$ cat config.mk
export PLATFORM = sky130hd
export DESIGN_NAME = decimal_text_to_integer_top
export DESIGN_NICKNAME = d
export VERILOG_FILES = /design/src/dtti_pkg.sv /design/src/dtti_front.sv /design/src/dtti_queue.sv /design/src/dtti_back.sv /design/src/decimal_text_to_integer_top.sv
export SDC_FILE = /design/constraint.sdc
export NUM_CORES = 1
export LEC_CHECK = 0
export BUFFER_PORTS_ARGS = -buffer_cell sky130_fd_sc_hd__buf_2
export CELL_PAD_IN_SITES_DETAIL_PLACEMENT = 0
export CELL_PAD_IN_SITES_GLOBAL_PLACEMENT = 1
export CORE_ASPECT_RATIO = 1.25
export CORE_MARGIN = 4
export CORE_UTILIZATION = 43
export DETAILED_ROUTE_END_ITERATION = 12
export GPL_ROUTABILITY_DRIVEN = 0
export PLACE_DENSITY = 0.77
export SLEW_MARGIN = 15
export SYNTH_ARGS = -nofsm -noshare
export SYNTH_HDL_FRONTEND = slang
export SYNTH_SLANG_ARGS = --single-unit
$ cat constraint.sdc
create_clock -name clk -period 5.9 [get_ports clk]
set_input_delay 0.885 -clock clk [delete_from_list [all_inputs] [get_ports clk]]
set_output_delay 0.885 -clock clk [all_outputs]
set_load 0.01 [all_outputs]
$ cat src/dtti_pkg.sv
// ----------------------------------------------------------------------------
// dtti_pkg: shared types and constants of the decimal text parser
// Holds the classified character item, the configuration bundle and the
// codes used across the front, queue and back modules.
// ----------------------------------------------------------------------------
package dtti_pkg;

  // Fixed field widths of the channels.
  localparam int CHAR_BITS     = 8;
  localparam int VALUE_BITS    = 64;
  localparam int STATUS_BITS   = 2;
  localparam int CONSUMED_OUT  = 16;
  localparam int DIGIT_CNT_BITS = 5;

  // Configuration port.
  localparam int CFG_IDX_BITS  = 1;
  localparam int CFG_DATA_BITS = 1;
  localparam logic [CFG_IDX_BITS-1:0] CFG_WIDE_MODE   = 1'd0;
  localparam logic [CFG_IDX_BITS-1:0] CFG_SIGNED_MODE = 1'd1;

  // Result status codes.
  localparam logic [STATUS_BITS-1:0] ST_OK        = 2'd0;
  localparam logic [STATUS_BITS-1:0] ST_NO_DIGITS = 2'd1;
  localparam logic [STATUS_BITS-1:0] ST_TOO_MANY  = 2'd2;

  // Digit limits per mode.
  localparam logic [DIGIT_CNT_BITS-1:0] LIM_32     = 5'd10;
  localparam logic [DIGIT_CNT_BITS-1:0] LIM_S64    = 5'd19;
  localparam logic [DIGIT_CNT_BITS-1:0] LIM_U64    = 5'd20;

  // Characters of interest.
  localparam logic [CHAR_BITS-1:0] CH_TAB   = 8'h09;
  localparam logic [CHAR_BITS-1:0] CH_LF    = 8'h0A;
  localparam logic [CHAR_BITS-1:0] CH_SPACE = 8'h20;
  localparam logic [CHAR_BITS-1:0] CH_MINUS = 8'h2D;
  localparam logic [CHAR_BITS-1:0] CH_ZERO  = 8'h30;
  localparam logic [CHAR_BITS-1:0] CH_NINE  = 8'h39;

  // Queue between front and back.
  localparam int QUEUE_DEPTH = 2;
  localparam int QPTR_BITS   = 1;

  // One classified character.
  typedef struct packed {
    logic [CHAR_BITS-1:0] ch;
    logic                 is_ws;
    logic                 is_minus;
    logic                 is_digit;
    logic [3:0]           digit;
  } dtti_item_t;

  // Configuration bundle.
  typedef struct packed {
    logic wide_mode;
    logic signed_mode;
  } dtti_cfg_t;

endpackage

$ cat src/dtti_front.sv
// ----------------------------------------------------------------------------
// dtti_front: character classifier
// Accepts characters and tags each one as whitespace, minus or digit
// before it enters the queue.
// ----------------------------------------------------------------------------
module dtti_front import dtti_pkg::*; (
  input  logic [CHAR_BITS-1:0] char_in,
  output dtti_item_t           item
);

  // Classify the character. Digits sit at 0x30 to 0x39, so the low nibble
  // of a digit is its value.
  always_comb begin
    item.ch       = char_in;
    item.is_ws    = (char_in == CH_TAB) || (char_in == CH_LF) || (char_in == CH_SPACE);
    item.is_minus = (char_in == CH_MINUS);
    item.is_digit = (char_in >= CH_ZERO) && (char_in <= CH_NINE);
    item.digit    = char_in[3:0];
  end

endmodule

$ cat src/dtti_queue.sv
// ----------------------------------------------------------------------------
// dtti_queue: short first-word-fall-through queue
// Decouples the classifier from the parser so that each side stalls on
// its own.
// ----------------------------------------------------------------------------
module dtti_queue import dtti_pkg::*; (
  input  logic       clk,
  input  logic       rst_n,
  input  logic       push,
  input  dtti_item_t push_item,
  output logic       full,
  input  logic       pop,
  output logic       empty,
  output dtti_item_t head
);

  localparam logic [QPTR_BITS:0] DEPTH_CNT = (QPTR_BITS + 1)'(QUEUE_DEPTH);

  dtti_item_t           entry_r [QUEUE_DEPTH];
  logic [QPTR_BITS-1:0] wr_ptr_r, wr_ptr_nxt;
  logic [QPTR_BITS-1:0] rd_ptr_r, rd_ptr_nxt;
  logic [QPTR_BITS:0]   count_r, count_nxt;

  assign full  = (count_r == DEPTH_CNT);
  assign empty = (count_r == '0);
  assign head  = entry_r[rd_ptr_r];

  // Pointer and fill updates.
  always_comb begin
    wr_ptr_nxt = wr_ptr_r + QPTR_BITS'(push);
    rd_ptr_nxt = rd_ptr_r + QPTR_BITS'(pop);
    count_nxt  = count_r + (QPTR_BITS + 1)'(push) - (QPTR_BITS + 1)'(pop);
  end

  always_ff @(posedge clk) begin
    if (!rst_n) begin
      wr_ptr_r <= '0;
      rd_ptr_r <= '0;
      count_r  <= '0;
    end else begin
      wr_ptr_r <= wr_ptr_nxt;
      rd_ptr_r <= rd_ptr_nxt;
      count_r  <= count_nxt;
    end
  end

  // Entry storage.
  always_ff @(posedge clk) begin
    if (push) begin
      entry_r[wr_ptr_r] <= push_item;
    end
  end

endmodule

$ cat src/dtti_back.sv
// ----------------------------------------------------------------------------
// dtti_back: parse engine with result register
// Runs the skip, sign and digit phases on each classified character and
// holds a finished result until its transfer.
// ----------------------------------------------------------------------------
module dtti_back import dtti_pkg::*; #(
  parameter int CONSUMED_BITS = 16
) (
  input  logic                    clk,
  input  logic                    rst_n,
  input  dtti_cfg_t               cfg,
  input  logic                    q_empty,
  input  dtti_item_t              q_head,
  output logic                    q_pop,
  output logic                    out_valid,
  input  logic                    out_stall,
  output logic [VALUE_BITS-1:0]   out_value_bits,
  output logic [STATUS_BITS-1:0]  out_status,
  output logic [CONSUMED_OUT-1:0] out_chars_consumed,
  output logic [CHAR_BITS-1:0]    out_terminator
);

  localparam logic PH_SKIP   = 1'b0;
  localparam logic PH_DIGITS = 1'b1;
  localparam int   EXT_BITS  = (CONSUMED_BITS > CONSUMED_OUT) ? CONSUMED_BITS : CONSUMED_OUT;

  logic                      phase_r, phase_nxt;
  logic [VALUE_BITS-1:0]     acc_r, acc_nxt;
  logic [DIGIT_CNT_BITS-1:0] dcnt_r, dcnt_nxt;
  logic                      minus_r, minus_nxt;
  logic [CONSUMED_BITS-1:0]  cons_r, cons_nxt, cons_bump;
  logic                      out_valid_r, out_valid_nxt;
  logic [VALUE_BITS-1:0]     value_r;
  logic [STATUS_BITS-1:0]    status_r;
  logic [CONSUMED_OUT-1:0]   consumed_r;
  logic [CHAR_BITS-1:0]      term_r;

  logic                      step;
  logic                      emit;
  logic [VALUE_BITS-1:0]     emit_value;
  logic [STATUS_BITS-1:0]    emit_status;
  logic [DIGIT_CNT_BITS-1:0] limit;
  logic [VALUE_BITS-1:0]     acc_times10;
  logic [VALUE_BITS-1:0]     signed_acc;
  logic [VALUE_BITS-1:0]     finish_val;
  logic [EXT_BITS-1:0]       cons_ext;
  logic [CONSUMED_OUT-1:0]   cons_sat;

  // A character is taken whenever the result register is free or draining.
  assign step  = !q_empty && (!out_valid_r || !out_stall);
  assign q_pop = step;

  // Digit limit, saturating count and final value shaping.
  always_comb begin
    if (cfg.wide_mode) begin
      limit = cfg.signed_mode ? LIM_S64 : LIM_U64;
    end else begin
      limit = LIM_32;
    end
    cons_bump   = (cons_r == '1) ? cons_r : cons_r + CONSUMED_BITS'(1);
    cons_ext    = EXT_BITS'(cons_r);
    cons_sat    = (cons_ext > EXT_BITS'({CONSUMED_OUT{1'b1}})) ? {CONSUMED_OUT{1'b1}}
                                                               : cons_ext[CONSUMED_OUT-1:0];
    acc_times10 = {acc_r[VALUE_BITS-4:0], 3'b000} + {acc_r[VALUE_BITS-2:0], 1'b0};
    signed_acc  = minus_r ? (VALUE_BITS'(0) - acc_r) : acc_r;
    if (cfg.wide_mode) begin
      finish_val = signed_acc;
    end else begin
      finish_val = {{32{cfg.signed_mode & signed_acc[31]}}, signed_acc[31:0]};
    end
  end

  // Parse step for the character at the head of the queue.
  always_comb begin
    phase_nxt   = phase_r;
    acc_nxt     = acc_r;
    dcnt_nxt    = dcnt_r;
    minus_nxt   = minus_r;
    cons_nxt    = cons_r;
    emit        = 1'b0;
    emit_value  = '0;
    emit_status = ST_OK;
    if (phase_r == PH_SKIP && q_head.is_ws) begin
      cons_nxt = cons_bump;
    end else if (phase_r == PH_SKIP && q_head.is_minus && cfg.signed_mode) begin
      minus_nxt = 1'b1;
      cons_nxt  = cons_bump;
      phase_nxt = PH_DIGITS;
    end else if (q_head.is_digit) begin
      if (dcnt_r >= limit) begin
        emit        = 1'b1;
        emit_status = ST_TOO_MANY;
      end else begin
        dcnt_nxt  = dcnt_r + DIGIT_CNT_BITS'(1);
        acc_nxt   = acc_times10 + VALUE_BITS'(q_head.digit);
        cons_nxt  = cons_bump;
        phase_nxt = PH_DIGITS;
      end
    end else if (dcnt_r == '0) begin
      emit        = 1'b1;
      emit_status = ST_NO_DIGITS;
    end else begin
      emit        = 1'b1;
      emit_value  = finish_val;
      emit_status = ST_OK;
    end
    // A finished parse starts over.
    if (emit) begin
      phase_nxt = PH_SKIP;
      acc_nxt   = '0;
      dcnt_nxt  = '0;
      minus_nxt = 1'b0;
      cons_nxt  = '0;
    end
  end

  // Result valid: set on an emitting step, cleared once the transfer is done.
  always_comb begin
    if (step && emit) begin
      out_valid_nxt = 1'b1;
    end else if (!out_stall) begin
      out_valid_nxt = 1'b0;
    end else begin
      out_valid_nxt = out_valid_r;
    end
  end

  // Parse state and result valid.
  always_ff @(posedge clk) begin
    if (!rst_n) begin
      phase_r     <= PH_SKIP;
      acc_r       <= '0;
      dcnt_r      <= '0;
      minus_r     <= 1'b0;
      cons_r      <= '0;
      out_valid_r <= 1'b0;
    end else begin
      out_valid_r <= out_valid_nxt;
      if (step) begin
        phase_r <= phase_nxt;
        acc_r   <= acc_nxt;
        dcnt_r  <= dcnt_nxt;
        minus_r <= minus_nxt;
        cons_r  <= cons_nxt;
      end
    end
  end

  // Result payload.
  always_ff @(posedge clk) begin
    if (step && emit) begin
      value_r    <= emit_value;
      status_r   <= emit_status;
      consumed_r <= cons_sat;
      term_r     <= q_head.ch;
    end
  end

  assign out_valid          = out_valid_r;
  assign out_value_bits     = value_r;
  assign out_status         = status_r;
  assign out_chars_consumed = consumed_r;
  assign out_terminator     = term_r;

endmodule

$ cat src/decimal_text_to_integer_top.sv
// ----------------------------------------------------------------------------
// decimal_text_to_integer_top: streaming ASCII decimal parser
// Parses one decimal integer per run of characters, one character a cycle while in_stall is low.
//
//   Channel  Direction  Handshake           Payload
//   in       input      in_valid/in_stall   in_char_in
//   out      output     out_valid/out_stall out_value_bits, out_status,
//                                           out_chars_consumed, out_terminator
//   cfg      input      cfg_we              cfg_index, cfg_data
//
// One character is taken per cycle while the queue is not full; the parse
// step is one multiply-by-ten add in the back stage, which sets the rate. A
// result becomes valid after its terminator passes the queue: the terminator
// is first written into the queue and the result register loads as it leaves.
// Reset is synchronous and clears the parse state, the queue and the
// configuration (wide_mode 0, signed_mode 1). A stall on the result side
// fills the two-entry queue before in_stall rises.
// ----------------------------------------------------------------------------
module decimal_text_to_integer_top import dtti_pkg::*; #(
  parameter int CONSUMED_BITS = 16
) (
  input  logic                     clk,
  input  logic                     rst_n,
  input  logic                     in_valid,
  output logic                     in_stall,
  input  logic [CHAR_BITS-1:0]     in_char_in,
  output logic                     out_valid,
  input  logic                     out_stall,
  output logic [VALUE_BITS-1:0]    out_value_bits,
  output logic [STATUS_BITS-1:0]   out_status,
  output logic [CONSUMED_OUT-1:0]  out_chars_consumed,
  output logic [CHAR_BITS-1:0]     out_terminator,
  input  logic                     cfg_we,
  input  logic [CFG_IDX_BITS-1:0]  cfg_index,
  input  logic [CFG_DATA_BITS-1:0] cfg_data
);

  dtti_cfg_t  cfg_r;
  dtti_item_t front_item;
  dtti_item_t q_head;
  logic       q_full;
  logic       q_empty;
  logic       q_pop;
  logic       q_push;

  // Configuration registers.
  always_ff @(posedge clk) begin
    if (!rst_n) begin
      cfg_r.wide_mode   <= 1'b0;
      cfg_r.signed_mode <= 1'b1;
    end else if (cfg_we) begin
      case (cfg_index)
        CFG_WIDE_MODE:   cfg_r.wide_mode   <= cfg_data[0];
        CFG_SIGNED_MODE: cfg_r.signed_mode <= cfg_data[0];
        default: begin
        end
      endcase
    end
  end

  // Input transfer goes straight into the queue.
  assign in_stall = q_full;
  assign q_push   = in_valid && !q_full;

  dtti_front u_front (
    .char_in (in_char_in),
    .item    (front_item)
  );

  dtti_queue u_queue (
    .clk       (clk),
    .rst_n     (rst_n),
    .push      (q_push),
    .push_item (front_item),
    .full      (q_full),
    .pop       (q_pop),
    .empty     (q_empty),
    .head      (q_head)
  );

  dtti_back #(
    .CONSUMED_BITS (CONSUMED_BITS)
  ) u_back (
    .clk                (clk),
    .rst_n              (rst_n),
    .cfg                (cfg_r),
    .q_empty            (q_empty),
    .q_head             (q_head),
    .q_pop              (q_pop),
    .out_valid          (out_valid),
    .out_stall          (out_stall),
    .out_value_bits     (out_value_bits),
    .out_status         (out_status),
    .out_chars_consumed (out_chars_consumed),
    .out_terminator     (out_terminator)
  );

endmodule
Word level (Yosys, flattened, before mapping)
Memories as Yosys holds them, arrays and structs flattened. A register that Yosys moved wholly into a read port is not among the register bits.
Cells that the tools add are included.

storage, ports and cells
  bits in registers = 184
  bits in writable memories = 30
  output and inout port bits = 92
  memories kept = 1

cells by class
  add/subtract/negate cells = 9
  magnitude comparators = 4
  equal/unequal tests = 12
  muxes and demuxes = 40
  bitwise gates (word level) = 3
  reduce and logical (&&, ||, !) cells = 28

memory list
  memory           words  width  rd ports  clocked after memory_dff  write ports  line              RTL
  u_queue.entry_r  2      15     1         1                         1            dtti_queue.sv:19  dtti_item_t entry_r [QUEUE_DEPTH];

operators by type and width
  cell                                                   number
  two-way mux 64 bit                                     7
  two-way mux 16 bit                                     6
  adder 64 x 4 -> 64 bit                                 1
  adder 64 bit                                           1
  subtractor 1 x 64 -> 64 bit, first input constant      1
  two-way mux 5 bit                                      6
  two-way mux 1 bit                                      18
  adder 16 x 1 -> 16 bit, second input constant          1
  equality test 16 bit, second input constant            1
  equality test 8 x 4 -> 1 bit, second input constant    2
  equality test 8 x 6 -> 1 bit, second input constant    2
  greater-than comparator 16 bit, second input constant  1
  >= comparator 8 x 6 -> 1 bit, second input constant    1
  <= comparator 8 x 6 -> 1 bit, second input constant    1
  != test 2 x 1 -> 1 bit, second input constant          4
  logical AND 1 bit                                      7
  AND reduction 3 bit                                    2
  adder 5 x 1 -> 5 bit, second input constant            1
  >= comparator 5 bit                                    1
  logical NOT 5 bit                                      1
  AND reduction 5 bit                                    1
  logical NOT 1 bit                                      4
  two-way mux 2 bit                                      2
  != test 4 x 1 -> 1 bit, second input constant          1
  17 further kinds                                       23

Longest topological paths before layout
Gate-level depths: netlist of the first run.

  word-level depth = 9
  gate-level depth with buffers = 14
  gate-level depth less buffers = 13

Cells and area by module
Synthesis of the first run repeated with hierarchy kept, for this count alone.

unflattened totals
  cell total of the unflattened synthesis = 1443
  area total of the unflattened synthesis = 13744.4 um2

by module, submodules not included
  module                       times used  cells each  area an instance (um2)  seq. area each (um2)
  dtti_back                    1           1343        12099.1                 4464.3
  dtti_queue                   1           68          1372.6                  1001.0
  dtti_front                   1           22          172.7                   0.0
  decimal_text_to_integer_top  1           10          100.1                   40.0

Worst setup path after synthesis of the first run
OpenSTA, ideal clock, no wires.

  kind = register to register
  start point = reg cfg_r[1] in the netlist's numbering
  end point = reg u_back.consumed_r[0], in the netlist u_back.out_chars_consumed[0] (enable)
  setup time = 540 ps
  arrival time = 5597 ps
  data required time = 5360 ps
  slack = -237 ps
  stages on the path, launching flop included = 12
  buffers on the path = 2
  path through = dfxtp_1 > clkbuf_1 > inv_1 > nor2_1 > inv_1 > ha_1 > a21o_1 > a21o_1 > a211oi_1 > nand2b_1 > clkbuf_1 > nor2_1

on the way
  longest elaborated chain between the ends = 7

RTL lines
  element                 line                               RTL
  start: declaration      decimal_text_to_integer_top.sv:38  dtti_cfg_t cfg_r;
  two-way mux 5 bit       dtti_back.sv:55                    if (cfg.wide_mode) begin
  >= comparator 5 bit     dtti_back.sv:90                    if (dcnt_r >= limit) begin
  two-way mux 1 bit       dtti_back.sv:90
  two-way mux 1 bit       dtti_back.sv:89                    end else if (q_head.is_digit) begin
  two-way mux 1 bit       dtti_back.sv:85                    end else if (phase_r == PH_SKIP && q_head.is_minus && cfg.signed_mode) begin
  two-way mux 1 bit       dtti_back.sv:83                    if (phase_r == PH_SKIP && q_head.is_ws) begin
  logical AND 1 bit       dtti_back.sv:151                   if (step && emit) begin
  end signal: assignment  dtti_back.sv:154                   consumed_r <= cons_sat;
  end: declaration        dtti_back.sv:35                    logic [CONSUMED_OUT-1:0] consumed_r;

No other way between the ends.
A chain may end at the register's enable or synchronous reset.

==> impl_metrics.toml, run 1 <==
[outcome]
status = "complete, no violations"

[cts]
postCtsSetupBuffers = 0
clk_pin_slew_ns = 0.06
cts-resized-gates = 0
cts_sinks = 207
clock_latency_ns = 0.54
cts_max_level = 1
cts_tree = "yes"
cts-hold-fix-buffers = 0
ctsRootBufferMaster = "clkbuf_16"
cts_buffers = 23
clockBufferDepth = 3

[hold_path]
holdCritStartpoint = "u_back.cons_ext[9]"
hold_depth = 0
min_path_type = "reg -> reg"
hold_path_end = "u_back.out_chars_consumed[9]"

[logic_synthesis]
yosysMostFrequentCell = "ha_1"
synthTopCellsByArea = "edfxtp_1 25%, dfxtp_1 14%, ha_1 12%"
yosys.area.top_type = "edfxtp_1"
ys_ff_latch = 207
async_flop_share = 0
yosys.area.top_type_share = 0.2477
yosysWarnings = 0
syn_area_per_cell_um2 = 9.441
synthDistinctLibCells = 68
synthFlopType = "edfxtp_1"
synth_common_cells = "135 x ha_1, 131 x nand2_1, 112 x edfxtp_1"
synthCells = 1438
synth_edf_count = 112
syn_nets = 1590
ys_seq_area_frac = 0.3878
synthesis.area_um2 = 13580

[route]
wl_per_cell_um = 18.55
first_iter_violations = 561
dr.pass1.iters = 5
drc = 0
postRouteWirelength_mm = 35.97
postRouteAntennaNets = 0
vias = 10950
via_per_inst = 5.649

[floorplan]
fp.coreArea_um2 = 31080
dieArea_um2 = 34500
die_h_um = 206.7
initial_core_util = 0.4368
rows = 72
die_w_um = 166.9
io_pins = 107

[sta]
relSlewSlack = 0.2790
timing.fmax_mhz = 214.9
final.setup_skew_ns = 0.02285
period_needed_ns = 4.652
period_share = 0.7886
hold_violations = 0
finalMaxSlewViolations = 0
max_slew.worst_pin.slew_ns = 1.082
setup-violations-final = 0
rsz0062_at_grt = "no"
tns_ns = 0

[grt]
grt_max_degree = 65
grt_antenna_before_repair = 0
grtUsageTotal = 0.2035
grt_first_pass_wirelength_mm = 57.68
grt_pass1_vias = 10790
overflow = 0

[setup_path]
rr_endpoint = "u_back.acc_r[58]"
critPathRequiredTime_ns = 6.36
r2r_slack_ns = 1.25
cp.arrival_ns = 5.11
cp_max_fo = 11
critPathLaunchType = "flip-flop"
rr_worst_depth = 14
worstSetupPathType = "reg -> reg"
endpoint_kind = "flip-flop"

[power]
power.density_nw_per_um2 = 309.9
worst_ir_drop_vdd_mv = 0.2616
p_leak_nw = 6.610

[placement]
dpl_cell_area_um2 = 14470
dp_hpwl_mm = 27.02
io_buffers = 106

[cells_and_area]
fillers = 2943
antenna_cells = 0
nets = 1667
design_area_um2 = 15240
post_route_cells_drive_above_1_share = 0.1201
final_core_util = 0.4903
area_growth_pct = 12.23

[job]
cap_violations = 0
==> flip-flops by register name (all words and copies together), names as in the netlist, named ones only <==
register / count
cfg_r: 2
u_back.acc_r: 64
u_back.cons_ext: 16
u_back.dcnt_r: 5
u_back.minus_r: 1
u_back.out_chars_consumed: 16
u_back.out_status: 2
u_back.out_terminator: 8
u_back.out_valid: 1
u_back.out_value_bits: 64
u_back.phase_r: 1
u_queue.count_r: 2
u_queue.entry_r: 22
u_queue.rd_ptr_r: 1
u_queue.wr_ptr_r: 1
==> logic make-up (layout without fill, tap and decap cells) <==
group | after synthesis | count (layout) | synth area share
compound gates | 398 | 398 | 0.1932
mux | 14 | 14 | 0.01106
fa+ha+maj | 137 | 137 | 0.1274
flops | 207 | 207 | 0.3878
xor+xnor | 131 | 131 | 0.08451
simple gates | 446 | 446 | 0.1665
buf+inv | 105 | 199 | 0.02958
==> worst max-delay path, stage by stage, from the launching register on <==
cell      delay [ns]
dfxtp_1         0.65
mux2_2          0.41
ha_1            0.29
ha_1            0.24
fa_1            0.40
a21o_1          0.21
a221oi_1        0.26
buf_4           0.19
nor4_1          0.06
o21ai_0         0.37
a211oi_1        0.19
a22oi_1         0.45
o211ai_1        0.35
a311o_1         0.40
o211ai_1        0.09
==> through the flow <==
step	setup slack, ns	hold slack, ns	std cells	power (mW)
after floorplan	1.279	0.4441	1438	2.808
after global placement	1.368	0.4634	1897	3.278
after detailed placement	1.246	0.4656	1897	3.293
after CTS	1.231	0.4792	1939	4.778
after global routing	0.9447	0.5008	1939	4.971
final	1.248	0.4797	1939	4.722
==> layout by cell type (no fill, tap or decap), types with 23 or more instances in the layout <==
cell type  instances
a21boi_0          23
a21o_1            52
a21oi_1           88
buf_2            106
clkbuf_16         23
dfxtp_1           94
edfxtp_1         112
ha_1             135
inv_1             39
nand2_1          131
nand3_1           44
nand4_1           24
nor2_1            99
o21ai_0           92
o31ai_1           27
xnor2_1           67
xor2_1            64
==> metal layers <==
| metal | GRT usage | wire length (um) |
|---|---|---|
| met2 | 0.3794 | 18400 |
| met1 | 0.2461 | 15230 |
| met3 | 0.02286 | 1379 |
| met5 | 0 | 0 |
| met4 | 0.06431 | 952 |
==> how the worst max path moves through the flow <==
stage / cells past startpoint / endpoint / slack (ns) / from
2_1_floorplan: 11 / u_back.out_chars_consumed[0] / 1.28 / cfg_r[1]
3_5_place_dp: 14 / u_back.acc_r[58] / 1.25 / flip-flop
4_1_cts: 14 / u_back.acc_r[58] / 1.23 / flip-flop
3_3_place_gp: 14 / u_back.acc_r[58] / 1.37 / flip-flop
6_report: 14 / u_back.acc_r[58] / 1.25 / flip-flop
5_1_grt: 14 / u_back.acc_r[58] / 0.94 / flip-flop
==> layout make-up <==
cell class / count / area (um2) / share of cell area
multi-input cells: 1126 / 7928 / 0.5203
flip-flops and latches: 207 / 5266 / 0.3456
repair buffers: 118 / 620.6 / 0.04073
clock buffers: 31 / 615.6 / 0.04040
well taps: 407 / 509.2 / 0.03342
clock inverters: 11 / 151.4 / 0.009936
inverters: 39 / 146.4 / 0.009607
==> report_power, final <==
part           switching (mW)  internal [mW]
clock                   0.601          0.871
sequential              0.111           1.77
combinational           0.946          0.426
total                    1.66           3.06
Note: power is estimated with default switching activity, not from simulation.
==> run 2, diff against run 1 <==
Settings changed: ABC_AREA from default to 1, CORE_UTILIZATION 43 to 45, PLACE_DENSITY 0.77 to 0.82.
Clock period 5.9 ns to 4.9 ns, I/O delays scaled along.
==> impl_metrics.toml, run 2 <==
[outcome]
status = "complete, no violations"

[logic_synthesis]
synthXorXnorAreaFrac = 0.01934
synth_top_family_by_area = "simple AND/OR/NAND/NOR gates"
ys_seq_area_frac = 0.3229
yosys.area.top_type = "edfxtp_1"
yosysWarnings = 0
synthTopCellsByArea = "edfxtp_1 21%, nand2_1 19%, dfxtp_1 12%"
synthCells = 2482
synth_common_cells = "826 x nand2_1, 408 x inv_1, 236 x nor2_1"
ys_ff_latch = 207
synth.area.mux_share = 0
synth_fa_ha_area_frac = 0.1061
async_flop_share = 0
synth_edf_count = 112
syn_nets = 2634
yosysMostFrequentCell = "nand2_1"
syn_area_per_cell_um2 = 6.569
yosys.area.top_type_share = 0.2063
synthDistinctLibCells = 52
yosys.area_share.simple = 0.3406
synthesis.area_um2 = 16300
synthFlopType = "edfxtp_1"
synth_compound_area_frac = 0.09831

[route]
wl_per_cell_um = 17.27
postRouteWirelength_mm = 52.97
via_per_inst = 5.237
drc = 0
dr.pass1.iters = 8
first_iter_violations = 1210
vias = 16060
postRouteAntennaNets = 0

[power]
worst_ir_drop_vdd_mv = 0.2884
p_leak_nw = 9.536
power.density_nw_per_um2 = 349.2

[cts]
clock_latency_ns = 0.56
ctsRootBufferMaster = "clkbuf_16"
cts-resized-gates = 0
clockBufferDepth = 3
cts_sinks = 207
cts-hold-fix-buffers = 0
clk_pin_slew_ns = 0.07
cts_max_level = 1
postCtsSetupBuffers = 0
cts_tree = "yes"
cts_buffers = 24

[placement]
dpl_cell_area_um2 = 17220
io_buffers = 106
placed_cells = 3023
dp_hpwl_mm = 42.28

[cells_and_area]
antenna_cells = 0
nets = 2727
design_area_um2 = 18050
final_common_cell = "nand2_1"
fillers = 3606
final_cells = 3067
final_cell_mix = "826 x nand2_1, 407 x inv_1, 236 x nor2_1, 204 x a21oi_1, 165 x nand3_1"
area_growth_pct = 10.74
post_route_cells_drive_above_1_share = 0.07636

[floorplan]
fp.coreArea_um2 = 35550
dieArea_um2 = 39360
initial_core_util = 0.4586
rows = 77
die_w_um = 178.2
io_pins = 107
die_h_um = 220.8

[hold_path]
hold_path_end = "u_queue.entry_r[0][14]"
hold_depth = 1
holdCritStartpoint = "in_char_in[7]"
min_path_type = "in -> reg"

[sta]
period_share = 0.7618
tns_ns = 0
relSlewSlack = 0.3719
final.setup_skew_ns = 0.02732
max_slew.worst_pin.slew_ns = 0.9422
period_needed_ns = 3.733
whs_ns = 0.4124
timing.fmax_mhz = 267.9
rsz0062_at_grt = "no"
finalMaxSlewViolations = 0
setup-violations-final = 0
hold_violations = 0

[grt]
grtUsageTotal = 0.2641
grt_max_degree = 69
gr-usage-met2 = 0.4541
grt_first_pass_wirelength_mm = 82.33
overflow = 0
grt_antenna_before_repair = 0
grt_pass1_vias = 15310
busiest_layer = "met2"
grtUsageMet3 = 0.02743
use_met1 = 0.3422

[setup_path]
r2r_slack_ns = 1.17
worstSetupPathType = "reg -> reg"
cp_common_cell = "nor2_1"
cp_slowest_cell = "dfxtp_1"
endpoint_kind = "flip-flop"
crit_path_max_incr_delay_ns = 0.56
cp.arrival_ns = 4.21
critPathRequiredTime_ns = 5.37
rr_endpoint = "u_back.acc_r[32]"
rr_worst_depth = 15
critPathLaunchType = "flip-flop"
cp_max_fo = 12
worstPathCellList = "inv_2, or2_2, o21ai_0, fa_1, inv_1, fa_1, nand3_1, nor2_1, nor2_1, o21ai_0, and2_1, nor2_1, nand2_1, nand3_1, a21oi_1"

[job]
cap_violations = 0
## run 2: through the flow
step / utilization / setup slack, ns / total power [mW]
CTS: 0.5079 / 1.164 / 6.348
detailed placement: 0.4844 / 1.211 / 4.425
global placement: 0.4844 / 1.249 / 4.400
floorplan: - / 0.8808 / 3.715
global route: 0.5079 / 0.7952 / 6.619
finish: 0.5079 / 1.167 / 6.305
## run 2: area by class of cell
type | count | area [um2] | area share
Multi-Input combinational cell | 1813 | 9200 | 0.5096
Sequential cell | 207 | 5266 | 0.2917
Inverter | 416 | 1565 | 0.08669
Clock buffer | 25 | 614.3 | 0.03403
Timing Repair Buffer | 113 | 595.6 | 0.03299
Tap cell | 474 | 593.1 | 0.03285
Clock inverter | 19 | 220.2 | 0.01220
## run 2: routing by layer
layer	vias to the layer above	wire length [um]
met4	0	2139
met1	7360	22750
met2	479	25130
met5	-	0
met3	103	2951
li1	8121	-
## run 2: how the worst max path moves through the flow
stage	from	endpoint	slack, ns
floorplan	cfg_r[1]	u_back.out_chars_consumed[0]	0.88
global placement	flip-flop	u_back.acc_r[32]	1.25
detailed placement	flip-flop	u_back.acc_r[32]	1.21
CTS	flip-flop	u_back.acc_r[32]	1.16
global route	flip-flop	u_back.acc_r[48]	0.80
finish	flip-flop	u_back.acc_r[32]	1.17
## run 2: cell families (layout without fill, tap and decap cells)
family	Yosys count	after routing
buffers and inverters	462	573
AOI/OAI and AO/OA	304	304
adders and majority gates	137	137
xor gates and xnor gates	36	36
and+or+nand+nor	1336	1336
DFF	207	207
## run 2: critical path: cells and delay by family (launching register included)
kind	cells	cell delay (ns)
AND/OR/NAND/NOR	8	1.13
AO/OA/AOI/OAI	3	0.91
adder cells (fa/ha/maj)	2	0.74
flip-flops	1	0.56
buffers and inverters	2	0.29
## run 2: where the power goes
| group | leakage [nW] | switching, mW | total [mW] | internal, mW |
|---|---|---|---|---|
| registers | 1.83 | 0.144 | 2.32 | 2.18 |
| logic | 7.30 | 1.53 | 2.06 | 0.537 |
| clock network | 0.400 | 0.828 | 1.92 | 1.09 |
